`config.mk`:
```
export PLATFORM = sky130hd
export DESIGN_NAME = adaptive_seven_to_six_squeeze
export DESIGN_NICKNAME = d
export VERILOG_FILES = /design/src/rtl/core/asq_pkg.sv /design/src/rtl/core/asq_squeeze.sv /design/src/rtl/core/adaptive_seven_to_six_squeeze.sv
export SDC_FILE = /design/constraint.sdc
export NUM_CORES = 2
export LEC_CHECK = 0
export ABC_CLOCK_PERIOD_IN_PS = 8700
export BUFFER_PORTS_ARGS = -buffer_cell sky130_fd_sc_hd__buf_2
export CORE_UTILIZATION = 40
export DETAILED_ROUTE_END_ITERATION = 10
export PLACE_DENSITY_LB_ADDON = 0.05
export SYNTH_ARGS = -nofsm -noshare
export SYNTH_HDL_FRONTEND = slang
export SYNTH_SLANG_ARGS = --single-unit
```
`constraint.sdc`:
```
create_clock -name clk -period 8.7 [get_ports clk]
set_input_delay 1.74 -clock clk [delete_from_list [all_inputs] [get_ports clk]]
set_output_delay 1.74 -clock clk [all_outputs]
set_load 0.1 [all_outputs]
```
`src/rtl/core/asq_pkg.sv`:
```
`timescale 1ns / 1ps
// Shared types, constants and helpers for the seven-to-six squeeze block.
// No dependencies; imported by asq_squeeze and adaptive_seven_to_six_squeeze.
package asq_pkg;

  localparam int NUM_PENS  = 7;
  localparam int NUM_PIX   = 6;
  localparam int NUM_PAIRS = 6;
  localparam int PAL_WORDS = 4;

  localparam int PEN_W   = 4;
  localparam int PIX_W   = 16;
  localparam int DROP_W  = 3;
  localparam int CFG_W   = 64;
  localparam int CFG_IDX_W = 2;

  // Register indexes on the configuration port
  localparam logic [CFG_IDX_W-1:0] REG_PAL_WORD_0 = 2'd0;
  localparam logic [CFG_IDX_W-1:0] REG_PAL_WORD_1 = 2'd1;
  localparam logic [CFG_IDX_W-1:0] REG_PAL_WORD_2 = 2'd2;
  localparam logic [CFG_IDX_W-1:0] REG_PAL_WORD_3 = 2'd3;

  // dropped_pen code for the averaged-middle path
  localparam logic [DROP_W-1:0] BLEND_CODE = 3'd6;

  // Pair search order, highest priority first (middle pairs first)
  localparam logic [NUM_PAIRS-1:0][DROP_W-1:0] PAIR_ORDER =
    {3'd0, 3'd5, 3'd1, 3'd4, 3'd2, 3'd3};

  typedef logic [PAL_WORDS-1:0][CFG_W-1:0] pal_t;
  typedef logic [NUM_PENS-1:0][PEN_W-1:0]  pen_arr_t;

  typedef struct packed {
    logic [PEN_W-1:0] pen_0;
    logic [PEN_W-1:0] pen_1;
    logic [PEN_W-1:0] pen_2;
    logic [PEN_W-1:0] pen_3;
    logic [PEN_W-1:0] pen_4;
    logic [PEN_W-1:0] pen_5;
    logic [PEN_W-1:0] pen_6;
  } in_t;

  typedef struct packed {
    logic [PIX_W-1:0]  pixel_0;
    logic [PIX_W-1:0]  pixel_1;
    logic [PIX_W-1:0]  pixel_2;
    logic [PIX_W-1:0]  pixel_3;
    logic [PIX_W-1:0]  pixel_4;
    logic [PIX_W-1:0]  pixel_5;
    logic [DROP_W-1:0] dropped_pen;
  } out_t;

  function automatic pen_arr_t pens_of(input in_t item);
    pen_arr_t p;
    p[0] = item.pen_0;
    p[1] = item.pen_1;
    p[2] = item.pen_2;
    p[3] = item.pen_3;
    p[4] = item.pen_4;
    p[5] = item.pen_5;
    p[6] = item.pen_6;
    return p;
  endfunction

  // Equality flag of each neighbor pair (pen k, pen k+1)
  function automatic logic [NUM_PAIRS-1:0] pair_eq(input pen_arr_t p);
    logic [NUM_PAIRS-1:0] eq;
    for (int k = 0; k < NUM_PAIRS; k++) begin
      eq[k] = (p[k] == p[k+1]);
    end
    return eq;
  endfunction

  function automatic logic [PIX_W-1:0] pen_colour(input pal_t pal, input logic [PEN_W-1:0] pen);
    return pal[pen[3:2]][{pen[1:0], 4'h0} +: PIX_W];
  endfunction

  function automatic logic [PIX_W-1:0] byte_swap(input logic [PIX_W-1:0] c);
    return {c[7:0], c[15:8]};
  endfunction

  // Per-channel truncated average of two RGB565 colors
  function automatic logic [PIX_W-1:0] blend_colours(input logic [PIX_W-1:0] a,
                                                     input logic [PIX_W-1:0] b);
    logic [5:0] r;
    logic [6:0] g;
    logic [5:0] bl;
    r  = {1'b0, a[15:11]} + {1'b0, b[15:11]};
    g  = {1'b0, a[10:5]}  + {1'b0, b[10:5]};
    bl = {1'b0, a[4:0]}   + {1'b0, b[4:0]};
    return {r[5:1], g[6:1], bl[5:1]};
  endfunction

endpackage

```
`src/rtl/core/asq_squeeze.sv`:
```
`timescale 1ns / 1ps
// Combinational squeeze of one seven-pen row into six byte-swapped pixels.
// Depends on asq_pkg.
module asq_squeeze import asq_pkg::*; (
  input  in_t  item,
  input  pal_t pal,
  output out_t result
);

  pen_arr_t             pens;
  logic [NUM_PAIRS-1:0] eq;
  logic [DROP_W-1:0]    drop;
  logic [NUM_PIX-1:0][PIX_W-1:0] pix;

  assign pens = pens_of(item);
  assign eq   = pair_eq(pens);

  // Walk lowest priority first so the highest-priority hit wins
  always_comb begin
    drop = BLEND_CODE;
    for (int i = NUM_PAIRS - 1; i >= 0; i--) begin
      if (eq[PAIR_ORDER[i]]) begin
        drop = PAIR_ORDER[i];
      end
    end
  end

  // Pixel k takes pen k left of the dropped pen, pen k+1 from there on.
  // Blend path behaves like a drop at 3, with pixel 3 replaced by the average.
  always_comb begin
    logic [DROP_W-1:0] cut;
    logic [DROP_W-1:0] src;
    cut = (drop == BLEND_CODE) ? 3'd3 : drop;
    for (int k = 0; k < NUM_PIX; k++) begin
      src    = (3'(k) < cut) ? 3'(k) : 3'(k + 1);
      pix[k] = pen_colour(pal, pens[src]);
    end
    if (drop == BLEND_CODE) begin
      pix[3] = blend_colours(pen_colour(pal, pens[3]), pen_colour(pal, pens[4]));
    end
  end

  always_comb begin
    result.pixel_0     = byte_swap(pix[0]);
    result.pixel_1     = byte_swap(pix[1]);
    result.pixel_2     = byte_swap(pix[2]);
    result.pixel_3     = byte_swap(pix[3]);
    result.pixel_4     = byte_swap(pix[4]);
    result.pixel_5     = byte_swap(pix[5]);
    result.dropped_pen = drop;
  end

endmodule

```
`src/rtl/core/adaptive_seven_to_six_squeeze.sv`:
```
`timescale 1ns / 1ps
// Top level of the seven-to-six pen squeeze: input register, squeeze logic, result register.
// Depends on asq_pkg and asq_squeeze.
//
// Usage
//   Input: one row of seven 4-bit pens on in_data, transferred at a clock edge with
//   start high and busy low. busy is always low: a new row can be transferred every cycle.
//   Result: six byte-swapped RGB565 pixels plus the dropped pen index on out_data,
//   shown for exactly one cycle with out_strobe high. The receiver has no way to stall,
//   so every result must be taken in its strobe cycle.
//   A row passes from the start transfer through the input register, then the result
//   register, to out_strobe. Throughput: one row per clock, limited by nothing but the
//   two register stages; rows do not interact.
//   Configuration: cfg_we writes cfg_wdata into palette word cfg_index (four words of
//   four RGB565 colors, pen 0 in the low 16 bits of word 0). Write only while no row
//   is in flight; the palette is read directly by the squeeze logic.
//   Reset (rst_n low, synchronous): palette cleared to zero, in-flight rows discarded,
//   out_strobe low.
module adaptive_seven_to_six_squeeze import asq_pkg::*; (
  input  logic                 clk,
  input  logic                 rst_n,
  input  logic                 start,
  output logic                 busy,
  input  in_t                  in_data,
  output logic                 out_strobe,
  output out_t                 out_data,
  input  logic                 cfg_we,
  input  logic [CFG_IDX_W-1:0] cfg_index,
  input  logic [CFG_W-1:0]     cfg_wdata
);

  pal_t pal_r, pal_nxt;
  in_t  in_r;
  logic in_v_r;
  out_t out_r, out_nxt;
  logic out_v_r;

  // No internal backlog: always ready for the next row
  assign busy = 1'b0;

  // Palette register file
  always_comb begin
    pal_nxt = pal_r;
    if (cfg_we) begin
      case (cfg_index)
        REG_PAL_WORD_0: pal_nxt[0] = cfg_wdata;
        REG_PAL_WORD_1: pal_nxt[1] = cfg_wdata;
        REG_PAL_WORD_2: pal_nxt[2] = cfg_wdata;
        REG_PAL_WORD_3: pal_nxt[3] = cfg_wdata;
        default:        pal_nxt    = pal_r;
      endcase
    end
  end

  always_ff @(posedge clk) begin
    if (!rst_n) begin
      pal_r <= '0;
    end else begin
      pal_r <= pal_nxt;
    end
  end

  // Stage 1: capture the transferred row
  always_ff @(posedge clk) begin
    if (!rst_n) begin
      in_v_r <= 1'b0;
    end else begin
      in_v_r <= start && !busy;
    end
  end

  always_ff @(posedge clk) begin
    if (start && !busy) begin
      in_r <= in_data;
    end
  end

  // Stage 2: squeeze and register the result
  asq_squeeze u_squeeze (
    .item   (in_r),
    .pal    (pal_r),
    .result (out_nxt)
  );

  always_ff @(posedge clk) begin
    if (!rst_n) begin
      out_v_r <= 1'b0;
    end else begin
      out_v_r <= in_v_r;
    end
  end

  always_ff @(posedge clk) begin
    if (in_v_r) begin
      out_r <= out_nxt;
    end
  end

  assign out_strobe = out_v_r;
  assign out_data   = out_r;

  // Checks
  logic [NUM_PAIRS-1:0] stage1_eq;
  assign stage1_eq = pair_eq(pens_of(in_r));

  a_latency: assert property (@(posedge clk) disable iff (!rst_n)
    (start && !busy) |=> ##1 out_strobe)
    else $error("result strobe missing two cycles after transfer");

  a_no_spurious: assert property (@(posedge clk) disable iff (!rst_n)
    out_strobe |-> $past(in_v_r))
    else $error("result strobe without a row in stage 1");

  a_drop_range: assert property (@(posedge clk) disable iff (!rst_n)
    out_strobe |-> (out_data.dropped_pen <= BLEND_CODE))
    else $error("dropped_pen out of range");

  a_blend_iff_no_pair: assert property (@(posedge clk) disable iff (!rst_n)
    in_v_r |=> ((out_data.dropped_pen == BLEND_CODE) == ($past(stage1_eq) == '0)))
    else $error("blend path disagrees with pair equality");

endmodule

```
# After elaboration in Yosys (flattened, before gate mapping)
# Index checks and enable logic that the tools add are counted.
# W data, S select, Z words.
[classes] n_eq_ne=10 reduce_logical=5 addsub=3 shift=8 mux=42 magnitude_cmp=20
[op_table] cell="$bmux W64 S2" n=8
[op_table] cell="$mux W64" n=8
[op_table] cell="$shiftx A64 B7 Y16" n=8
[op_table] cell="$bmux W4 S3" n=6
[op_table] cell="$eq A4 B4 Y1" n=6
[op_table] cell="$lt A2 B3 Y1 const B" n=8
[op_table] cell="$lt A3 B4 Y1 const B" n=6
[op_table] cell="$mux W3" n=8
[op_table] cell="$mux W4" n=6
[op_table] cell="$mux W16" n=1
[op_table] cell="$add A5 B5 Y6" n=2
[op_table] cell="$reduce_and A2 Y1" n=4
[op_table] cell="$add A6 B6 Y7" n=1
[op_table] cell="$lt A1 B3 Y1 const A" n=2
[op_table] cell="$lt A2 B3 Y1 const A" n=2
[op_table] cell="$lt A3 B3 Y1 const A" n=2
[op_table] cell="$eq A2 B2 Y1 const B" n=2
[op_table] cell="$mux W2" n=2
[op_table] cell="$eq A3 B3 Y1 const B" n=1
[op_table] cell="$mux W1" n=3
[op_table] cell="$eq A2 B1 Y1 const B" n=1
[op_table] cell="$logic_not A2 Y1" n=1
[totals] input_bits=98 out_inout_bits=101 word_cells=108 register_bits=385

# Longest topological paths before layout
[logic_depth] word_depth=17 ltp_mapped=18 ltp_nobuf=14

# Modules after synthesis
# From an unflattened synthesis, not the netlist that was laid out.
[hier_totals] hier_cells=2450 area_unflattened_um2=30809.5
[modules_own_cells] mod="asq_squeeze" seq_area_each_um2=0.0 cells_each=1417 n_inst=1 area_per_inst_um2=17381.7
[modules_own_cells] mod="adaptive_seven_to_six_squeeze" seq_area_each_um2=8978.6 cells_each=1033 n_inst=1 area_per_inst_um2=13427.9

# Least setup slack after synthesis
# No wires, ideal clock.
[synth_path] kind="register to register" from="reg in_r[11] (netlist name)" to="reg out_r (netlist bit out_data[37]) (data pin)" setup_ps=291 path_buffers=4 period_less_slack_ps=4082 arrival_ps=3791 path_slack_ps=4618 t_required_ps=8409 path_stages_with_launch=14 path_cell_list="edfxtp_1 > buf_4 > buf_2 > clkbuf_1 > clkbuf_1 > mux4_2 > mux4_2 > ha_1 > nor2b_1 > o21ai_0 > nand2b_1 > a21o_1 > a211oi_1 > a2111oi_0"
[synth_lines] element="from (decl)" line="adaptive_seven_to_six_squeeze.sv:33" text="in_t in_r;"
[synth_lines] element="from (signal assigned)" line="adaptive_seven_to_six_squeeze.sv:74" text="in_r <= in_data;"
[synth_lines] element="to (signal assigned)" line="adaptive_seven_to_six_squeeze.sv:95" text="out_r <= out_nxt;"
[synth_lines] element="to (decl)" line="adaptive_seven_to_six_squeeze.sv:35" text="out_t out_r, out_nxt;"

==> results.md <==
* Drt initial violations at 5008
* Seq pwr share at 0.334
* I/O pin count at 199
* Startpoint types: flop
* Maxcap violations at 0
* Placed Instances at 4276
* R2R depth at 10
* Core Box Area at 0.0821 mm²
* H-Tree Depth at 2
* Maximum root-to-sink buffer count at 3
* Post-place instance area at 0.0348 mm²
* Final Hold Vio Count at 0
* Vias in the first global route at 30.0k
* Power share of the combinational group at 0.324
* Worst-path clk slew at 0.06 ns
* Synthesized Nets at 3424
* Routed WL at 169 mm
* Worst skew pair latency at 0.62 ns
* Worst-Margin Slew at 1.29 ns
* Die width at 290 µm
* Final setup fails at 0
* IO buf count at 197
* Max_slew headroom at 0.137
* Crit Path Class: reg2reg
* Post-Synthesis Cells at 3310
* Final std cell area, no fill at 0.0365 mm²
* Register area share after synthesis at 0.270
* Syn-to-layout area delta at 9.81%
* Main synth FF type: dfxtp_1
* Tot GR Track Use at 0.394
* Final non-filler cell total at 4373
* Peak supply drop at 133 µV
* Final #Nets at 3369
* Cell Area, Synth at 0.0332 mm²
* PwrDens at 176 mW/mm²
* Place WS at 3.10 ns
* Post-CTS Setup Inserts at 0
* Post-synth ARST share at 0
* Kind of end point of the critical path: flop
* First-pass detailed-route iteration total at 7
* Worst Skew at 0.0168 ns
* P_leak at 11.6 nW
* Final period utilization at 0.660
* Synthesized area per cell at 10.0 µm²
* Max Slew Vio Count at 0
* Detail Route Antenna Nets at 0
* WHS Path Cells at 2
* Pin count of the biggest net entering global routing at 257
* Die Ht at 290 µm
* Effective utilization at floorplan at 0.404
* Post-synth cell types at 75
* Yosys reg bits at 385
* Global-route wire length before repair at 239 mm
* CTS root buffer: clkbuf_16
* Pint at 3.90 mW
* Final min period at 5.74 ns
* Fmax at 0.174 GHz
* Antenna violations before repair at 39
* Arrival @ worst endpoint at 6.08 ns
* Status: complete, no violations
* DP HPWL at 109 mm
* Net Switching at 2.53 mW
* Worst EP required at 9.04 ns
* Die area at 0.0842 mm²
* Clock buffer count from CTS at 47
* Resize count post-CTS at 0
* Total number of vias at 32.2k
* RePlAce Congestion at 0.942
* Worst setup margin at 2.96 ns
* Avg Vias per Cell at 7.37
* Row count at 105
* Post-synth EDFFs at 127
* Worst-path maximum fanout at 80
* Number of synthesis warnings at 0
* Grt ovf at 0
* Power Total at 6.42 mW
* Unrepaired setup endpoints after global routing: no
* CTS tree: built
* Routed len/inst at 38.7 µm
* Num Clock Sinks at 385
* Setup TNS at 0 ns
* Power share of the clock group at 0.343
* Sw Ratio at 0.394
* DR DRC count at 0
* Share of layout cells above drive strength 1 at 0.254
* Worst hold-check path type: reg2reg
* Hold_buf cts at 0
-- cell usage after synthesis, drive strengths merged, types with 57 or more instances --
library cell,instances,area [µm²]
a31oi,57,357
edfxtp,127,3810
a211oi,137,1030
nand2,826,3110
mux4,451,10200
a22oi,66,495
nand2b,130,813
o22ai,72,450
a21oi,136,684
buf,114,646
dfxtp,258,5160
clkbuf,258,968
a311oi,128,1120
a21boi,256,1920
-- state kept, by name, indices dropped and copies added, names as in the netlist --
register / flops
in_r: 28
in_v_r: 1
pal_r: 256
out_strobe: 1
out_data: 99
-- critical path: stages (launching register included) --
cell	delay [ns]
edfxtp_1	0.93
buf_4	0.49
xnor2_1	0.13
nand4_1	0.35
a21o_4	0.59
nand2_4	0.56
buf_4	0.66
a41oi_4	0.56
buf_4	0.39
o22ai_1	0.14
or4_1	0.52
-- cell families (layout without fill, tap and decap cells) --
kind of cell | Yosys count | in the layout | share of synthesized area
buffers and inverters | 381 | 364 | 0.0496
flip-flops | 385 | 385 | 0.270
multiplexers | 490 | 490 | 0.319
XOR/XNOR | 34 | 34 | 0.00919
AO/OA/AOI/OAI | 906 | 906 | 0.196
other | 1 | 11 | 0.000113
AND/OR/NAND/NOR | 1097 | 1097 | 0.149
adder cells (fa/ha/maj) | 16 | 16 | 0.00671
-- final cells by class --
| type | instances | area [µm²] |
|---|---|---|
| antenna | 10 | 25.0 |
| clock buffer | 70 | 1460 |
| clock inverter | 17 | 226 |
| fill | 7738 | 45600 |
| inverter | 9 | 36.3 |
| multi-input combinational | 2544 | 22800 |
| sequential | 385 | 8980 |
| tap | 1070 | 1340 |
| timing repair buffer | 268 | 1550 |
-- layout by cell type, fill, tap and decap left out, types with 6 or more instances in the layout --
cell / count
nand2_1: 824
mux4_2: 446
dfxtp_1: 257
a21boi_0: 256
buf_2: 196
a211oi_1: 137
a21oi_1: 135
nand2b_1: 130
a311oi_1: 128
edfxtp_1: 127
o22ai_1: 72
buf_4: 69
a22oi_1: 66
a31oi_1: 53
clkbuf_16: 53
and3b_1: 52
mux2i_1: 31
xnor2_1: 27
nor2_1: 24
or4_1: 17
ha_1: 13
diode_2: 10
clkbuf_1: 10
o21ai_0: 9
inv_1: 8
clkbuf_8: 7
xor2_1: 6
clkinv_2: 6
-- path summary, 6_finish.rpt --
check | from | endpoint | slack (ns)
max | in_r[8] | out_data[60] | 2.96
min reg2reg | pal_r[54] | pal_r[54] | 0.60
min | pal_r[54] | pal_r[54] | 0.60
max reg2reg | in_r[8] | out_data[60] | 2.96
-- metrics by stage --
stage / utilization / hold slack, ns
2_1_floorplan: - / 0.511
6_report: 0.444 / 0.595
4_1_cts: 0.444 / 0.587
3_5_place_dp: 0.423 / 0.579
3_3_place_gp: 0.423 / 0.564
5_1_grt: 0.444 / 0.627
-- layer usage --
metal / wire length, µm / share of wire / vias to the layer above / track usage
met5: 127 / 0.00075 / - / 0
met1: 63900 / 0.38 / 16300 / 0.524
li1: - / - / 12800 / -
met2: 74100 / 0.44 / 2582 / 0.588
met4: 10200 / 0.060 / 20 / 0.198
met3: 20800 / 0.12 / 468 / 0.109
-- power groups by stage --
stage | sequential (mW) | combinational (mW) | clock (mW)
after floorplan | 2.31 | 1.13 | 0
after global placement | 2.17 | 2.01 | 0
after detailed placement | 2.17 | 2.02 | 0
after CTS | 2.13 | 2.03 | 2.23
after global routing | 2.15 | 2.12 | 2.29
final | 2.14 | 2.08 | 2.20
(Power assumes the default switching activity.)
